<file path="src/sv/dbdh_pkg.sv">
// ----------------------------------------------------------------------------
// dbdh_pkg
// Shared types and constants for the dual button debouncer with hold events.
// ----------------------------------------------------------------------------
package dbdh_pkg;

  localparam int unsigned STABLE_W = 8;
  localparam int unsigned HOLD_W   = 15;
  localparam int unsigned ADDR_W   = 4;
  localparam int unsigned DATA_W   = 32;

  localparam logic [STABLE_W-1:0] PRESS_STABLE_RESET   = 8'd2;
  localparam logic [STABLE_W-1:0] RELEASE_STABLE_RESET = 8'd20;
  localparam logic [HOLD_W-1:0]   HOLD_TICKS_RESET     = 15'd600;
  localparam logic [HOLD_W-1:0]   HOLD_COUNT_RESET     = 15'd1000;

  // Register indexes (word address bits [3:2])
  typedef enum logic [1:0] {
    REG_PRESS_STABLE   = 2'd0,
    REG_RELEASE_STABLE = 2'd1,
    REG_HOLD_TICKS     = 2'd2
  } reg_index_t;

  typedef enum logic [3:0] {
    EV_BOTH_OFF   = 4'd0,
    EV_LEFT_ON    = 4'd1,
    EV_LEFT_OFF   = 4'd2,
    EV_RIGHT_ON   = 4'd3,
    EV_RIGHT_OFF  = 4'd4,
    EV_LEFT_HOLD  = 4'd5,
    EV_RIGHT_HOLD = 4'd6,
    EV_BOTH_ON    = 4'd7,
    EV_BOTH_HOLD  = 4'd8
  } event_t;

  typedef struct packed {
    logic left_raw;
    logic right_raw;
  } in_beat_t;

  typedef struct packed {
    event_t event_code;
    logic   left_level;
    logic   right_level;
  } out_beat_t;

  typedef struct packed {
    logic [STABLE_W-1:0] press_stable_ticks;
    logic [STABLE_W-1:0] release_stable_ticks;
    logic [HOLD_W-1:0]   hold_ticks;
  } cfg_t;

  // One button's debounce outcome for the current tick
  typedef struct packed {
    logic                changed;
    logic                level;
    logic [STABLE_W-1:0] stable;
    logic                steady_pressed;
  } deb_t;

endpackage

</file>
<file path="src/sv/dbdh_apb_regs.sv">
// ----------------------------------------------------------------------------
// dbdh_apb_regs
// APB register file: stability times and hold time.
// ----------------------------------------------------------------------------
module dbdh_apb_regs (
  input  logic                          clk,
  input  logic                          rst,
  input  logic                          psel,
  input  logic                          penable,
  input  logic                          pwrite,
  input  logic [dbdh_pkg::ADDR_W-1:0]   paddr,
  input  logic [dbdh_pkg::DATA_W-1:0]   pwdata,
  output logic [dbdh_pkg::DATA_W-1:0]   prdata,
  output logic                          pready,
  output dbdh_pkg::cfg_t                cfg
);

  logic                          wr_en;
  dbdh_pkg::reg_index_t          idx;

  assign pready = 1'b1;
  assign wr_en  = psel && penable && pwrite;
  assign idx    = dbdh_pkg::reg_index_t'(paddr[3:2]);

  always_ff @(posedge clk) begin
    if (rst) begin
      cfg.press_stable_ticks   <= dbdh_pkg::PRESS_STABLE_RESET;
      cfg.release_stable_ticks <= dbdh_pkg::RELEASE_STABLE_RESET;
      cfg.hold_ticks           <= dbdh_pkg::HOLD_TICKS_RESET;
    end else if (wr_en) begin
      case (idx)
        dbdh_pkg::REG_PRESS_STABLE:
          cfg.press_stable_ticks <= pwdata[dbdh_pkg::STABLE_W-1:0];
        dbdh_pkg::REG_RELEASE_STABLE:
          cfg.release_stable_ticks <= pwdata[dbdh_pkg::STABLE_W-1:0];
        dbdh_pkg::REG_HOLD_TICKS:
          cfg.hold_ticks <= pwdata[dbdh_pkg::HOLD_W-1:0];
        default: ;
      endcase
    end
  end

  always_comb begin
    case (idx)
      dbdh_pkg::REG_PRESS_STABLE:
        prdata = {{(dbdh_pkg::DATA_W-dbdh_pkg::STABLE_W){1'b0}}, cfg.press_stable_ticks};
      dbdh_pkg::REG_RELEASE_STABLE:
        prdata = {{(dbdh_pkg::DATA_W-dbdh_pkg::STABLE_W){1'b0}}, cfg.release_stable_ticks};
      dbdh_pkg::REG_HOLD_TICKS:
        prdata = {{(dbdh_pkg::DATA_W-dbdh_pkg::HOLD_W){1'b0}}, cfg.hold_ticks};
      default:
        prdata = '0;
    endcase
  end

endmodule

</file>
<file path="src/sv/dbdh_debounce.sv">
// ----------------------------------------------------------------------------
// dbdh_debounce
// Stability countdown and level acceptance for one button.
// ----------------------------------------------------------------------------
module dbdh_debounce (
  input  logic                          raw,
  input  logic                          level,
  input  logic [dbdh_pkg::STABLE_W-1:0] stable,
  input  dbdh_pkg::cfg_t                cfg,
  output dbdh_pkg::deb_t                deb
);

  logic [dbdh_pkg::STABLE_W-1:0] dec;

  assign dec = stable - dbdh_pkg::STABLE_W'(1);

  always_comb begin
    deb.changed        = 1'b0;
    deb.level          = level;
    deb.steady_pressed = 1'b0;
    if (raw == level) begin
      // reload with the time the opposite transition must persist
      deb.steady_pressed = level;
      deb.stable = level ? cfg.release_stable_ticks : cfg.press_stable_ticks;
    end else if (dec != '0) begin
      deb.stable = dec;
    end else begin
      deb.changed = 1'b1;
      deb.level   = raw;
      deb.stable  = raw ? cfg.release_stable_ticks : cfg.press_stable_ticks;
    end
  end

endmodule

</file>
<file path="src/sv/dbdh_core.sv">
// ----------------------------------------------------------------------------
// dbdh_core
// Button state, hold counters and event classifier; one tick per step.
// ----------------------------------------------------------------------------
module dbdh_core (
  input  logic                clk,
  input  logic                rst,
  input  logic                step,
  input  dbdh_pkg::in_beat_t  in_beat,
  input  dbdh_pkg::cfg_t      cfg,
  output logic                res_valid,
  output dbdh_pkg::out_beat_t res_beat
);

  logic                          left_debounced, right_debounced;
  logic [dbdh_pkg::STABLE_W-1:0] left_stable_count, right_stable_count;
  logic [dbdh_pkg::HOLD_W-1:0]   left_hold_count, right_hold_count;
  dbdh_pkg::event_t              last_event;

  dbdh_pkg::deb_t                ldeb, rdeb;
  logic [dbdh_pkg::HOLD_W-1:0]   lh1, rh1, left_hold_next, right_hold_next;
  logic                          lz, rz, l, r, consider, suppress;
  dbdh_pkg::event_t              last_event_next;

  dbdh_debounce u_left (
    .raw    (in_beat.left_raw),
    .level  (left_debounced),
    .stable (left_stable_count),
    .cfg    (cfg),
    .deb    (ldeb)
  );

  dbdh_debounce u_right (
    .raw    (in_beat.right_raw),
    .level  (right_debounced),
    .stable (right_stable_count),
    .cfg    (cfg),
    .deb    (rdeb)
  );

  // Left is handled fully before right: a left change reloads both counters,
  // then the right button may still count its own counter down.
  always_comb begin
    if (ldeb.changed) begin
      lh1 = cfg.hold_ticks;
      rh1 = cfg.hold_ticks;
    end else begin
      lh1 = (ldeb.steady_pressed && left_hold_count != '0) ?
            left_hold_count - dbdh_pkg::HOLD_W'(1) : left_hold_count;
      rh1 = right_hold_count;
    end
    if (rdeb.changed) begin
      left_hold_next  = cfg.hold_ticks;
      right_hold_next = cfg.hold_ticks;
    end else begin
      left_hold_next  = lh1;
      right_hold_next = (rdeb.steady_pressed && rh1 != '0) ?
                        rh1 - dbdh_pkg::HOLD_W'(1) : rh1;
    end
  end

  assign lz = (left_hold_next == '0);
  assign rz = (right_hold_next == '0);
  assign l  = ldeb.level;
  assign r  = rdeb.level;

  assign consider = ldeb.changed || rdeb.changed || lz || rz;
  assign suppress = (lz && rz && last_event == dbdh_pkg::EV_BOTH_HOLD) ||
                    (lz && last_event == dbdh_pkg::EV_LEFT_HOLD) ||
                    (rz && last_event == dbdh_pkg::EV_RIGHT_HOLD);
  assign res_valid = consider && !suppress;

  always_comb begin
    priority if (ldeb.changed && l && !r)     last_event_next = dbdh_pkg::EV_LEFT_ON;
    else if (ldeb.changed && !l)              last_event_next = dbdh_pkg::EV_LEFT_OFF;
    else if (rdeb.changed && !l && r)         last_event_next = dbdh_pkg::EV_RIGHT_ON;
    else if (rdeb.changed && !r)              last_event_next = dbdh_pkg::EV_RIGHT_OFF;
    else if (lz && l && !r)                   last_event_next = dbdh_pkg::EV_LEFT_HOLD;
    else if (rz && !l && r)                   last_event_next = dbdh_pkg::EV_RIGHT_HOLD;
    else if (lz && rz && l && r)              last_event_next = dbdh_pkg::EV_BOTH_HOLD;
    else if ((ldeb.changed || rdeb.changed) && l && r)
                                              last_event_next = dbdh_pkg::EV_BOTH_ON;
    else                                      last_event_next = last_event;  // resend
  end

  assign res_beat.event_code  = last_event_next;
  assign res_beat.left_level  = l;
  assign res_beat.right_level = r;

  always_ff @(posedge clk) begin
    if (rst) begin
      left_debounced     <= 1'b0;
      right_debounced    <= 1'b0;
      left_stable_count  <= dbdh_pkg::PRESS_STABLE_RESET;
      right_stable_count <= dbdh_pkg::PRESS_STABLE_RESET;
      left_hold_count    <= dbdh_pkg::HOLD_COUNT_RESET;
      right_hold_count   <= dbdh_pkg::HOLD_COUNT_RESET;
      last_event         <= dbdh_pkg::EV_BOTH_OFF;
    end else if (step) begin
      left_debounced     <= ldeb.level;
      right_debounced    <= rdeb.level;
      left_stable_count  <= ldeb.stable;
      right_stable_count <= rdeb.stable;
      left_hold_count    <= left_hold_next;
      right_hold_count   <= right_hold_next;
      if (res_valid) begin
        last_event <= last_event_next;
      end
    end
  end

  // State moves only on a tick
  a_idle_holds: assert property (@(posedge clk) disable iff (rst)
    !step |=> $stable(left_hold_count) && $stable(right_hold_count) &&
              $stable(left_debounced) && $stable(right_debounced) &&
              $stable(last_event))
    else $error("button state changed without a tick");

  // An accepted right change reloads both hold counters
  a_right_reload: assert property (@(posedge clk) disable iff (rst)
    step && rdeb.changed |=> left_hold_count == right_hold_count)
    else $error("hold counters differ after right change");

  // No result goes out while the left hold event is repeated
  a_hold_once: assert property (@(posedge clk) disable iff (rst)
    step && lz && last_event == dbdh_pkg::EV_LEFT_HOLD |-> !res_valid)
    else $error("repeated left hold event");

endmodule

</file>
<file path="src/sv/dual_button_debounce_hold.sv">
// ----------------------------------------------------------------------------
// dual_button_debounce_hold
// Two-button debouncer with press, release and long-press event reporting.
// ----------------------------------------------------------------------------
// Takes one beat of raw left/right samples per scan tick, one beat per clock
// when both sides keep up. A beat is held in an input register, the debounce
// and classification logic is combinational, and a result (zero or one per
// tick) lands in the output register. The input register doubles as a skid
// stage: one further beat is taken while a result waits under stall.
// Register writes are to be made only while the block is idle.
// ----------------------------------------------------------------------------
module dual_button_debounce_hold (
  input  logic                         clk,
  input  logic                         rst,
  input  logic                         in_valid,
  output logic                         in_stall,
  input  dbdh_pkg::in_beat_t           in_data,
  output logic                         out_valid,
  input  logic                         out_stall,
  output dbdh_pkg::out_beat_t          out_data,
  input  logic                         psel,
  input  logic                         penable,
  input  logic                         pwrite,
  input  logic [dbdh_pkg::ADDR_W-1:0]  paddr,
  input  logic [dbdh_pkg::DATA_W-1:0]  pwdata,
  output logic [dbdh_pkg::DATA_W-1:0]  prdata,
  output logic                         pready
);

  dbdh_pkg::cfg_t      cfg;
  logic                in_reg_valid;
  dbdh_pkg::in_beat_t  in_reg;
  logic                adv;
  logic                step;
  logic                res_valid;
  dbdh_pkg::out_beat_t res_beat;

  dbdh_apb_regs u_regs (
    .clk     (clk),
    .rst     (rst),
    .psel    (psel),
    .penable (penable),
    .pwrite  (pwrite),
    .paddr   (paddr),
    .pwdata  (pwdata),
    .prdata  (prdata),
    .pready  (pready),
    .cfg     (cfg)
  );

  // Output register free or being drained this cycle
  assign adv      = !out_valid || !out_stall;
  assign step     = in_reg_valid && adv;
  assign in_stall = in_reg_valid && !adv;

  always_ff @(posedge clk) begin
    if (rst) begin
      in_reg_valid <= 1'b0;
    end else if (!in_reg_valid || adv) begin
      in_reg_valid <= in_valid;
    end
  end

  always_ff @(posedge clk) begin
    if (!in_reg_valid || adv) begin
      in_reg <= in_data;
    end
  end

  dbdh_core u_core (
    .clk       (clk),
    .rst       (rst),
    .step      (step),
    .in_beat   (in_reg),
    .cfg       (cfg),
    .res_valid (res_valid),
    .res_beat  (res_beat)
  );

  always_ff @(posedge clk) begin
    if (rst) begin
      out_valid <= 1'b0;
    end else if (adv) begin
      out_valid <= step && res_valid;
    end
  end

  always_ff @(posedge clk) begin
    if (step && res_valid) begin
      out_data <= res_beat;
    end
  end

  // Hold the buffered beat while the output is blocked
  a_skid_hold: assert property (@(posedge clk) disable iff (rst)
    in_reg_valid && !adv |=> in_reg_valid && $stable(in_reg))
    else $error("buffered input beat lost under stall");

  // A result leaves only when taken
  a_out_drain: assert property (@(posedge clk) disable iff (rst)
    $fell(out_valid) |-> $past(!out_stall))
    else $error("result dropped while stalled");

endmodule
</file>
<file path="config.mk">
export PLATFORM = sky130hd
export DESIGN_NAME = dual_button_debounce_hold
export DESIGN_NICKNAME = d
export VERILOG_FILES = /design/src/sv/dbdh_pkg.sv /design/src/sv/dbdh_apb_regs.sv /design/src/sv/dbdh_debounce.sv /design/src/sv/dbdh_core.sv /design/src/sv/dual_button_debounce_hold.sv
export SDC_FILE = /design/constraint.sdc
export NUM_CORES = 1
export LEC_CHECK = 0
export ABC_CLOCK_PERIOD_IN_PS = 9900
export BUFFER_PORTS_ARGS = -buffer_cell sky130_fd_sc_hd__buf_4
export CORE_AREA = 2 2 101 152
export CTS_BUF_LIST = sky130_fd_sc_hd__clkbuf_8
export DETAILED_ROUTE_END_ITERATION = 7
export DIE_AREA = 0 0 103 154
export HOLD_SLACK_MARGIN = 0.12
export PLACE_DENSITY_LB_ADDON = 0.15
export SYNTH_ARGS = -nofsm -noshare
export SYNTH_HDL_FRONTEND = slang
export SYNTH_SLANG_ARGS = --single-unit
</file>
<file path="constraint.sdc">
create_clock -name clk -period 9.9 [get_ports clk]
set_clock_uncertainty 0.15 [all_clocks]
set_input_delay 1.98 -clock clk [delete_from_list [all_inputs] [get_ports clk]]
set_output_delay 1.98 -clock clk [all_outputs]
set_load 0.05 [all_outputs]
</file>
* Word level (Yosys, flattened, before mapping)
Cells that the tools add are included.
** Word-level totals
- Bits in latches :: 0
- Input bits :: 45
- ROM bits :: 0
- Bits in writable memories :: 0
- Output and inout port bits :: 41
- Word-level logic and storage cells :: 108
- Memories kept :: 0
- Bits in registers :: 93
** Operators by class
- Equality and inequality tests :: 7
- Div/mod/pow operators :: 0
- Order comparisons :: 0
- Multiplexer cells :: 29
- Shifts and indexed selects :: 0
- Reductions and logical operators :: 51
- Add/subtract/negate cells :: 4
- Bitwise logic cells :: 0
- $mul :: 0
** Operators by type and width (count)
- 2-to-1 mux 15 bit :: 6
- 2-to-1 mux 8 bit :: 8
- one-hot mux 15 bit (3 select lines) :: 1
- 2-to-1 mux 4 bit :: 8
- zero test 15 bit :: 2
- nonzero test 15 bit :: 2
- subtractor 15 x 1 -> 15 bit, second input constant :: 2
- logical AND 1 bit :: 26
- nonzero test 8 bit :: 2
- subtractor 8 x 1 -> 8 bit, second input constant :: 2
- == test 4 x 3 -> 1 bit, second input constant :: 2
- 2-to-1 mux 2 bit :: 4
- AND reduction 2 bit :: 4
- zero test 1 bit :: 7
- logical OR 1 bit :: 7
- == test 4 bit, second input constant :: 1
- == test 1 bit :: 2
- == test 2 x 1 -> 1 bit, second input constant :: 1
- == test 2 bit, second input constant :: 1
- zero test 2 bit :: 1
- 2-to-1 mux 1 bit :: 2

* Longest topological paths before layout
Gate-level depths: netlist of the first run.
- Word-level depth :: 20
- Mapped depth :: 20
- Mapped depth without buffers :: 17

* Cells and area by module
Synthesis of the first run repeated with hierarchy kept, for this count alone.
** Unflattened totals
- Cells, all modules :: 877
- Area, all modules :: 7307.0 µm²
** Modules (own cells, without submodules)
- dbdh_core :: area each 4192.8 µm², cells each 537, seq. area each 1041.0 µm², times used 1
- dbdh_apb_regs :: area each 1701.6 µm², cells each 183, seq. area each 620.6 µm², times used 1
- dbdh_debounce :: area each 540.5 µm², cells each 69, seq. area each 0.0 µm², times used 2
- dual_button_debounce_hold :: area each 331.6 µm², cells each 19, seq. area each 280.3 µm², times used 1

* Worst setup path after synthesis of the first run
OpenSTA, ideal clock, no wires.
- Path kind :: input to output
- Start :: input paddr[2] (netlist name)
- End :: output prdata[0] (netlist name)
- Data arrival time :: 3611 ps
- Data required time :: 7770 ps
- Slack :: 4159 ps
- Stages on the path :: 3
- Path buffers :: 1
- Cell sequence :: buf_1 -> mux2i_1 -> o21ai_0
** On the way
- Longest elaborated chain between the ends :: 2
- Elaborated cells on any way between the ends :: 4
- Those cells by class :: 2 x eq/ne; 1 x mux; 1 x reduce/logical
** Ends and longest elaborated chain
- start, declared :: RTL line dual_button_debounce_hold.sv:24 : input logic [dbdh_pkg::ADDR_W-1:0] paddr,
- == test 2 bit, or another cell as far along :: RTL line dbdh_apb_regs.sv:44 : case (idx)
- one-hot mux 15 bit (3 select lines) (*) :: RTL line dbdh_apb_regs.sv:44
- end, declared :: RTL line dual_button_debounce_hold.sv:26 : output logic [dbdh_pkg::DATA_W-1:0] prdata,
Mark *: on every way between the ends. The rest lies on a longest branch, timed or not.

* Worst setup path after layout of the first run
- Start :: register in_reg[1] (netlist name)
- End :: register out_data[1] (netlist name) (enable)
** On the way
- Longest elaborated chain between the ends :: 15
- Elaborated cells on any way between the ends :: 27
- Those cells by class :: 1 x add/sub; 1 x eq/ne; 8 x mux; 17 x reduce/logical
** Ends and longest elaborated chain
- start, declared :: RTL line dual_button_debounce_hold.sv:32 : dbdh_pkg::in_beat_t in_reg;
- start signal, assigned :: RTL line dual_button_debounce_hold.sv:66 : in_reg <= in_data;
- == test 1 bit (*) :: RTL line dbdh_debounce.sv:21 : if (raw == level) begin
- parallel branches: the longest is 12 deep, another holds subtractor 15 x 1 -> 15 bit
- logical AND 1 bit (*) :: RTL line dbdh_core.sv:71 : assign res_valid = consider && !suppress;
- logical AND 1 bit (*) :: RTL line dual_button_debounce_hold.sv:89 : if (step && res_valid) begin
- end signal, assigned :: RTL line dual_button_debounce_hold.sv:90 : out_data <= res_beat;
- end, declared :: RTL line dual_button_debounce_hold.sv:20 : output dbdh_pkg::out_beat_t out_data,
Every way passes the cells marked *.
A chain may end at the register's enable or synchronous reset.

==> qor.yml, run 1 <==
status:
  status: "completed"
clocking:
  clock_path_buffers: 2
  h-tree-depth: 3
  cts_buffers: 9
  cts.sinks: 93
  path_clk_slew_ps: 110
  cts-hold-fix-buffers: 0
  clk_latency_ps: 380
  cts_root_buf: "clkbuf_8"
  post_cts_buffers: 0
  ctsResizeCount: 0
  cts_tree: "built"
worst_hold_path:
  min_from: "u_core.right_hold_count[13]"
  hp-class: "reg2reg"
floorplan:
  initial_core_util: 0.497
  die_h_microns: 154
  io_pins: 86
  die_area_sq_mm: 0.0159
  die_w_microns: 103
  core_sq_mm: 0.0145
  num_rows: 54
pwr:
  p_per_area_mw_per_mm2: 105
  peakVddDrop_v: 0.0000845
  p_leak_nw: 2.83
  clockPowerShare: 0.306
  p_sw_frac: 0.337
  p_switching_mw: 0.271
  power_frac_seq: 0.514
  p_int_mw: 0.532
  p_comb_frac: 0.180
sta:
  drv_slew: 0
  period_share: 0.606
  clock.fmax_mhz: 167
  setup_viol: 0
  setup_tns_ps: 0
  tightest_slew_ps: 1060
  post-route-min-period_ps: 6000
  rsz0062_at_grt: "false"
  slew_headroom: 0.292
  hold_violations: 0
place:
  gp_congestion: 0.930
  dp_hpwl_microns: 15100
  portBuffers: 48
worst_setup_path:
  critPathLaunchType: "flop"
  crit_path_start: "in_reg[1]"
  required_ps: 9830
  arrival_ps: 5930
  cp_max_fo: 34
  r2r_start: "in_reg[1]"
  cp-end-kind: "flop"
  crit_type: "reg2reg"
layout:
  multi_input_comb_area_sq_mm: 0.00478
  fillCellCount: 1465
  register_area_sq_mm: 0.00194
  final_nets: 999
  reg_top3: "u_regs.cfg x31, u_core.left_hold_count x15, u_core.right_hold_count x15"
  top_register: "u_regs.cfg"
  drive_gt1_frac: 0.119
  insertedDiodeCount: 0
  largest_reg_flops: 31
  areaGrowthSynthToFinish_pct: 5.84
  final_util: 0.527
routing:
  dr.pass1.iters: 5
  via_count: 7110
  first_iter_violations: 519
  viasPerCell: 6.21
  routed_wl_microns: 22000
  drcViolationCount: 0
  ant_nets: 0
  wl_per_cell_microns: 19.2
synth:
  synthCells: 959
  yosys_register_bits: 93
  ys_types: 97
  ys_async_sr_fraction: 0
  synth_ff_type: "dfxtp_1"
  ys_seq_area_frac: 0.270
  yosys_warnings: 0
  synth_edf_count: 8
  syn_area_sq_mm: 0.00719
  syn_avg_cell_area_sq_um: 7.50
grt:
  grt_pass1_wl_microns: 35100
  top_usage_layer: "met2"
  grt-ovfl-total: 0
  use_met1: 0.373
  antenna_found_initial: 0
  gr-usage-met3: 0.0295
  use_met2: 0.464
  grt_pass1_vias: 6610
  grt.total_usage: 0.281
  grt_max_degree: 62
flow_run:
  max_cap_violations: 0
## synth_stat cells, types with 6 or more instances
cell type	instances	area (sq um)
a211oi_1	22	165
a21oi_1	61	305
a31oi_1	14	87.6
and2_1	12	75.1
and3_1	12	75.1
buf_1	7	26.3
buf_2	8	40.0
buf_4	22	165
clkbuf_1	56	210
dfxtp_1	85	1700
edfxtp_1	8	240
ha_1	10	125
inv_1	17	63.8
mux2i_1	59	591
nand2_1	110	413
nand2b_1	6	37.5
nand3_1	26	130
nand4_1	13	81.3
nor2_1	114	428
nor2b_1	10	62.6
nor3_1	32	160
nor4_1	19	119
o211ai_1	13	97.6
o21ai_0	50	250
o22ai_1	6	37.5
or2_2	6	37.5
or3_1	7	43.8
or4_1	10	75.1
xor2_1	7	61.3
## stage by stage
| stage | worst slack, ps | hold slack [ps] | power, mW | instances | cell area, sq um |
|---|---|---|---|---|---|
| 6_report | 3900 | 357 | 0.803 | 1145 | 7610 |
| 4_1_cts | 3990 | 352 | 0.804 | 1145 | 7610 |
| 5_1_grt | 3510 | 381 | 0.836 | 1145 | 7610 |
| 3_5_place_dp | 4010 | 337 | 0.564 | 1129 | 7440 |
| 2_1_floorplan | 4160 | 310 | 0.530 | 975 | 7250 |
| 3_3_place_gp | 4010 | 319 | 0.562 | 1129 | 7440 |
## critical path, stage by stage (launching register included)
cell      delay [ps]
edfxtp_1         690
ha_1             830
o311ai_4         170
buf_4            300
mux2i_1          300
ha_1             320
nor2b_1          300
and4_1           430
o41ai_1          150
mux2_2           280
a22oi_1          250
nor4b_2          260
and4_1           560
and3_1           270
o21ai_1          160
inv_1            260
## cell type report
class,count,area share
multi-input combinational,768,0.628
sequential,93,0.255
timing repair buffer,53,0.0523
tap,196,0.0322
clock buffer,9,0.0163
inverter,19,0.00937
clock inverter,7,0.00674
## power groups by stage
| stage | registers, mW | logic, mW | clock network [mW] |
|---|---|---|---|
| floorplan | 0.408 | 0.123 | 0 |
| global placement | 0.420 | 0.142 | 0 |
| detailed placement | 0.421 | 0.143 | 0 |
| CTS | 0.412 | 0.143 | 0.249 |
| global route | 0.415 | 0.158 | 0.263 |
| finish | 0.413 | 0.144 | 0.246 |
## kinds of logic (layout without fill, tap and decap cells)
family | Yosys count | count (layout) | share of synthesized area
buffers and inverters | 114 | 88 | 0.0744
AOI/OAI and AO/OA | 248 | 248 | 0.234
DFF | 93 | 93 | 0.270
other | 2 | 18 | 0.00104
xor gates and xnor gates | 12 | 12 | 0.0146
and+or+nand+nor | 414 | 414 | 0.293
muxes | 66 | 66 | 0.0950
adders and majority gates | 10 | 10 | 0.0174
## path summary, 6_finish.rpt
kind	slack, ps	to	cells past startpoint
max	3900	out_data[1]	15
min	360	u_core.right_hold_count[13]	2
max reg2reg	3900	out_data[1]	15
min reg2reg	360	u_core.right_hold_count[13]	2
## placed cells by master, fill, tap and decap left out, types with 5 or more instances in the layout
master       n
nor2_1     114
nand2_1    110
dfxtp_1     85
a21oi_1     61
mux2i_1     59
buf_4       53
o21ai_0     50
nor3_1      32
nand3_1     26
a211oi_1    22
inv_1       19
nor4_1      19
conb_1      18
a31oi_1     14
nand4_1     13
o211ai_1    13
and3_1      12
and2_1      11
or4_1       10
nor2b_1     10
ha_1        10
clkbuf_8     9
edfxtp_1     8
or3_1        7
xor2_1       7
or2_2        6
nand2b_1     6
o22ai_1      6
o31a_1       5
a2111oi_0    5
xnor2_1      5
mux2_2       5
## routing by layer
layer / wire, microns / part of all wire / vias up
met5: 0 / 0 / -
met4: 699 / 0.032 / 0
met3: 1200 / 0.055 / 53
met2: 10900 / 0.49 / 277
met1: 9220 / 0.42 / 3330
li1: - / - / 3450
Note: power is estimated with default switching activity, not from simulation.
==> run 2: changes to the inputs <==
--- a/config.mk
+++ b/config.mk
@@ -5,7 +5,7 @@
 export SDC_FILE = /design/constraint.sdc
 export NUM_CORES = 1
 export LEC_CHECK = 0
-export ABC_CLOCK_PERIOD_IN_PS = 9900
+export ABC_CLOCK_PERIOD_IN_PS = 5500
 export BUFFER_PORTS_ARGS = -buffer_cell sky130_fd_sc_hd__buf_4
 export CORE_AREA = 2 2 101 152
 export CTS_BUF_LIST = sky130_fd_sc_hd__clkbuf_8
==> constraint.sdc (replaced) <==
create_clock -name clk -period 5.5 [get_ports clk]
set_clock_uncertainty 0.15 [all_clocks]
set_input_delay 1.1 -clock clk [delete_from_list [all_inputs] [get_ports clk]]
set_output_delay 1.1 -clock clk [all_outputs]
set_load 0.05 [all_outputs]
==> qor.yml, run 2 (same netlist as run 1, synthesis figures left out) <==
place:
  portBuffers: 48  # unchanged
  gp_congestion: 0.973  # +4.6%
  dp_hpwl_microns: 16100  # +6.3%
  place_area_sq_mm: 0.00761  # +2.3%
  dpl_worst_slack_ps: 73.4  # -3940 ps
worst_setup_path:
  cp_max_fo: 8  # -76%
  slowest_stage: "or4b_4"
  r2r_start: "u_core.left_stable_count[0]"
  cp-end-kind: "flop"
  crit_type: "reg2reg"
  slowest_delay_ps: 520  # -310 ps
  required_ps: 5660  # -4170 ps
  arrival_ps: 5360  # -570 ps
  critPathLaunchType: "flop"
  ff2ff_path_depth: 19  # +4
  crit_family: "simple AND/OR/NAND/NOR gates"
  path_cells: "inv_1 -> ha_1 -> or4b_4 -> nor4b_4 -> o311ai_4 -> mux2i_2 -> ha_2 -> nor2b_1 -> and4_1 -> buf_4 -> a21oi_1 -> a2111oi_1 -> buf_4 -> or3b_1 -> o221a_2 -> buf_4 -> nand2_1 -> or4_1 -> a31oi_1"
  reg2reg_to: "u_core.last_event[3]"
  crit_path_frequent_cell: "buf_4"
  reg2reg_slack_ps: 300  # -3600 ps
  crit_buf_inv: 4  # +2
clocking:
  cts_root_buf: "clkbuf_8"
  clock_path_buffers: 2  # unchanged
  h-tree-depth: 3  # unchanged
  cts-hold-fix-buffers: 0  # unchanged
  cts_tree: "built"
  cts_buffers: 9  # unchanged
  clk_latency_ps: 380  # about the same
  cts.sinks: 93  # unchanged
  path_clk_slew_ps: 110  # about the same
pwr:
  power_frac_seq: 0.482  # -0.032
  p_per_area_mw_per_mm2: 194  # +84%
  p_comb_frac: 0.183  # +0.003
  p_sw_frac: 0.330  # -0.00686
  p_leak_nw: 2.96  # +4.5%
  p_switching_mw: 0.503  # +86%
  clockPowerShare: 0.335  # +0.029
  peakVddDrop_v: 0.000156  # +85%
  p_int_mw: 1.02  # +92%
layout:
  mostFrequentLayoutCells: "nor2_1 (114), nand2_1 (110), dfxtp_1 (85), buf_4 (76), a21oi_1 (61)"
  drive_gt1_frac: 0.149  # +0.0301
  fillCellCount: 1500  # +2.4%
  layout_commonest_cell: "nor2_1"
  largest_reg_flops: 31  # unchanged
  final_nets: 1022  # +2.3%
  multi_input_comb_area_sq_mm: 0.00480  # +0.39%
  reg_top3: "u_regs.cfg x31, u_core.left_hold_count x15, u_core.right_hold_count x15"
  top_register: "u_regs.cfg"
  insertedDiodeCount: 0  # unchanged
  fin_area_sq_mm: 0.00784  # +3.0%
  register_area_sq_mm: 0.00194  # unchanged
  areaGrowthSynthToFinish_pct: 8.98
floorplan:
  die_w_microns: 103  # unchanged
  num_rows: 54  # unchanged
  initial_core_util: 0.497  # unchanged
  core_sq_mm: 0.0145  # unchanged
  die_area_sq_mm: 0.0159  # unchanged
  die_h_microns: 154  # unchanged
  io_pins: 86  # unchanged
routing:
  first_iter_violations: 595  # +15%
  routed_wl_microns: 22500  # +2.2%
  viasPerCell: 6.19  # -0.25%
  ant_nets: 0  # unchanged
  wl_per_cell_microns: 19.2  # +0.20%
  via_count: 7235  # +1.8%
  dr.pass1.iters: 6  # +1
  drcViolationCount: 0  # unchanged
grt:
  grt-ovfl-total: 0  # unchanged
  grt.total_usage: 0.286  # +0.00581
  grt_pass1_wl_microns: 35800  # +1.8%
  grt_pass1_vias: 6772  # +2.5%
  grt_max_degree: 62  # unchanged
  antenna_found_initial: 0  # unchanged
sta:
  rsz0062_at_grt: "false"
  post-route-min-period_ps: 5200  # -799 ps
  clock.fmax_mhz: 192  # +15%
  hold_violations: 0  # unchanged
  slew_headroom: 0.282  # -0.0102
  setup_tns_ps: 0  # unchanged
  period_share: 0.945  # +0.339
  setup_slack_ps: 304  # -3600 ps
  setup_viol: 0  # unchanged
  tightest_slew_ps: 1070  # +12.8 ps
  drv_slew: 0  # unchanged
worst_hold_path:
  hold_depth: 2  # unchanged
  hp-class: "reg2reg"
  min_from: "u_core.right_hold_count[14]"
  holdPathEnd: "u_core.right_hold_count[14]"
status:
  status: "completed"
flow_run:
  max_cap_violations: 0  # unchanged
-- run 2: power by group through the flow --
| stage | clock network [mW] | logic, mW | registers, mW |
|---|---|---|---|
| 5_1_grt | 0.548 | 0.303 | 0.738 |
| 3_3_place_gp | 0 | 0.272 | 0.748 |
| 3_5_place_dp | 0 | 0.274 | 0.749 |
| 6_report | 0.510 | 0.279 | 0.735 |
| 2_1_floorplan | 0 | 0.221 | 0.734 |
| 4_1_cts | 0.517 | 0.275 | 0.733 |
-- run 2: layout make-up --
class                      instances  share of cell area
sequential                        93               0.248
clock inverter                     7              0.0109
clock buffer                       9              0.0158
inverter                          19             0.00910
tap                              196              0.0313
multi-input combinational        768               0.612
timing repair buffer              76              0.0728
-- run 2: worst register-to-register path, cell delays in order, from the launching register on --
cell and delay, ps:
dfxtp_1 400, inv_1 90, ha_1 210, or4b_4 520, nor4b_4 330, o311ai_4 200
mux2i_2 280, ha_2 290, nor2b_1 270, and4_1 270, buf_4 170, a21oi_1 50
a2111oi_1 480, buf_4 200, or3b_1 100, o221a_2 290, buf_4 170, nand2_1 50
or4_1 460, a31oi_1 160
-- run 2: what timing repair did --
item / 4_1_cts / 5_1_grt
resized for setup: 0 / 9
endpoints found under the setup margin: 0 / 14
setup buffers: 0 / 0
-- run 2: metrics by stage --
stage                     power, mW   util  hold WS, ps  instances
after floorplan               0.955      -          310        975
after global placement         1.02  0.526          320       1152
after detailed placement       1.02  0.526          326       1152
after CTS                      1.53  0.541          342       1168
after global routing           1.59  0.542          384       1168
final                          1.52  0.542          340       1168
-- run 2: worst max-delay path by stage --
| stage | startpoint | end | slack (ps) | cells after the start |
|---|---|---|---|---|
| final | u_core.left_stable_count[0] | u_core.last_event[3] | 300 | 19 |
| after global routing | u_core.left_stable_count[0] | u_core.last_event[3] | 30 | 19 |
| after CTS | u_core.left_stable_count[0] | out_data[1] | 40 | 18 |
| after detailed placement | u_core.left_stable_count[0] | out_data[1] | 70 | 18 |
| after global placement | u_core.left_stable_count[0] | out_data[1] | 150 | 18 |
| after floorplan | u_core.left_stable_count[0] | u_core.last_event[3] | 700 | 20 |
-- run 2: layer usage --
metal / global-route usage / vias to the layer above / share of wire
li1: - / 3499 / -
met1: 0.354 / 3391 / 0.41
met2: 0.486 / 277 / 0.50
met3: 0.0314 / 68 / 0.050
met4: 0.137 / 0 / 0.040
met5: 0 / - / 0
==> run 3: changes to the inputs <==
--- a/config.mk
+++ b/config.mk
@@ -6,11 +6,11 @@
 export NUM_CORES = 1
 export LEC_CHECK = 0
 export ABC_CLOCK_PERIOD_IN_PS = 5500
-export BUFFER_PORTS_ARGS = -buffer_cell sky130_fd_sc_hd__buf_4
-export CORE_AREA = 2 2 101 152
+export BUFFER_PORTS_ARGS = -buffer_cell sky130_fd_sc_hd__clkbuf_2
+export CORE_AREA = 3 3 102 153
 export CTS_BUF_LIST = sky130_fd_sc_hd__clkbuf_8
 export DETAILED_ROUTE_END_ITERATION = 7
-export DIE_AREA = 0 0 103 154
+export DIE_AREA = 0 0 105 156
 export HOLD_SLACK_MARGIN = 0.12
 export PLACE_DENSITY_LB_ADDON = 0.15
 export SYNTH_ARGS = -nofsm -noshare
==> qor.yml, run 3 (same netlist as run 1, synthesis figures left out) <==
clocking:
  cts_tree: "built"
  clk_latency_ps: 390  # about the same
  ctsResizeCount: 0  # unchanged
  h-tree-depth: 3  # unchanged
  cts_buffers: 9  # unchanged
  path_clk_slew_ps: 110  # about the same
  cts-hold-fix-buffers: 0  # unchanged
  cts_root_buf: "clkbuf_8"
  post_cts_buffers: 0  # unchanged
  cts.sinks: 93  # unchanged
  clock_path_buffers: 2  # unchanged
floorplan:
  initial_core_util: 0.497  # unchanged
  core_sq_mm: 0.0145  # unchanged
  num_rows: 54  # unchanged
  die_h_microns: 156  # +1.3%
  io_pins: 86  # unchanged
  die_area_sq_mm: 0.0164  # +3.3%
  die_w_microns: 105  # +1.9%
layout:
  insertedDiodeCount: 0  # unchanged
  final_util: 0.533  # -0.00891
  layout_commonest_cell: "nor2_1"
  mostFrequentLayoutCells: "nor2_1 (114), nand2_1 (110), dfxtp_1 (85), a21oi_1 (61), mux2i_1 (58)"
  largest_reg_flops: 31  # unchanged
  final_nets: 1023  # +0.098%
  top_register: "u_regs.cfg"
  drive_gt1_frac: 0.150  # +0.000874
  areaGrowthSynthToFinish_pct: 7.18
  reg_top3: "u_regs.cfg x31, u_core.left_hold_count x15, u_core.right_hold_count x15"
worst_setup_path:
  path_cells: "inv_1 -> ha_1 -> or4b_4 -> nor4b_4 -> o311ai_4 -> mux2i_2 -> ha_1 -> nand2_1 -> o41a_1 -> a31oi_1 -> mux2i_1 -> a22o_1 -> nor4_1 -> and4_2 -> and3_1 -> o21ai_1 -> buf_4 -> o211a_1"
  crit_path_frequent_cell: "ha_1"
  arrival_ps: 5420  # +60 ps
  slowest_delay_ps: 520  # about the same
  critPathLaunchType: "flop"
  crit_family: "simple AND/OR/NAND/NOR gates"
  crit_buf_inv: 2  # -2
  required_ps: 5640  # -20 ps
  crit_type: "reg2reg"
  slowest_stage: "or4b_4"
  cp-end-kind: "flop"
  cp_max_fo: 8  # unchanged
grt:
  grt-ovfl-total: 0  # unchanged
  grt_pass1_vias: 6853  # +1.2%
  grt_max_degree: 62  # unchanged
  antenna_found_initial: 0  # unchanged
  grt.total_usage: 0.275  # -0.0115
  grt_pass1_wl_microns: 36400  # +1.7%
routing:
  routed_wl_microns: 22800  # +1.3%
  via_count: 7215  # -0.28%
  viasPerCell: 6.17  # -0.36%
  dr.pass1.iters: 5  # -1
  wl_per_cell_microns: 19.5  # +1.2%
  ant_nets: 0  # unchanged
  drcViolationCount: 0  # unchanged
  first_iter_violations: 384  # -35%
sta:
  setup_viol: 0  # unchanged
  clock.fmax_mhz: 189  # -1.7%
  setup_tns_ps: 0  # unchanged
  post-route-min-period_ps: 5280  # +87.3 ps
  drv_slew: 0  # unchanged
  slew_headroom: 0.316  # +0.0337
  period_share: 0.961  # +0.0159
  rsz0062_at_grt: "false"
  tightest_slew_ps: 1020  # -57.3 ps
  hold_violations: 0  # unchanged
place:
  gp_congestion: 0.967  # -0.59%
  dp_hpwl_microns: 16300  # +1.5%
  portBuffers: 48  # unchanged
flow_run:
  max_cap_violations: 0  # unchanged
pwr:
  peakVddDrop_v: 0.000119  # -24%
  power_mw: 1.48  # -3.2%
  p_leak_nw: 2.92  # -1.3%
  p_per_area_mw_per_mm2: 191  # -1.6%
status:
  status: "completed"
worst_hold_path:
  hp-class: "reg2reg"
## run 3: power breakdown
part,total (mW),internal (mW),switching [mW]
clock network,0.471,0.176,0.295
registers,0.736,0.702,0.0345
logic,0.268,0.0883,0.180
total,1.48,0.966,0.509
## run 3: layout make-up
type | count | area (sq um)
inverter | 19 | 71.3
clock buffer | 9 | 124
timing repair buffer | 77 | 458
fill | 1501 | 6750
multi-input combinational | 768 | 4810
tap | 196 | 245
sequential | 93 | 1940
clock inverter | 7 | 63.8
## run 3: metrics by stage
| stage | instance area [sq um] | hold slack [ps] | setup WS, ps | std cells |
|---|---|---|---|---|
| after floorplan | 7250 | 310 | 698 | 975 |
| after CTS | 7690 | 343 | 130 | 1169 |
| final | 7710 | 342 | 216 | 1169 |
| after global placement | 7500 | 324 | 246 | 1153 |
| after detailed placement | 7500 | 329 | 165 | 1153 |
| after global routing | 7710 | 392 | 29.4 | 1169 |
## run 3: layer usage
metal,GRT usage,part of all wire,up-vias
met5,0,0,-
met4,0.124,0.035,0
met3,0.0302,0.042,53
met2,0.503,0.52,238
met1,0.320,0.41,3417
li1,-,-,3507
## run 3: worst reg2reg max path: cells and delay by family, from the launching register on
kind,cells,cell delay (ps)
compound gates,6,1290
mux,2,370
buf+inv,2,300
simple gates,6,2170
fa+ha+maj,2,540
flops,1,400
## run 3: path summary, 6_finish.rpt
path                                             startpoint                           to  slack (ps)  cells after the start
worst max-delay path            u_core.left_stable_count[0]         u_core.last_event[1]         220                     18
worst min-delay path            u_core.right_hold_count[14]  u_core.right_hold_count[14]         340                      2
worst max register to register  u_core.left_stable_count[0]         u_core.last_event[1]         220                     18
worst min register to register  u_core.right_hold_count[14]  u_core.right_hold_count[14]         340                      2
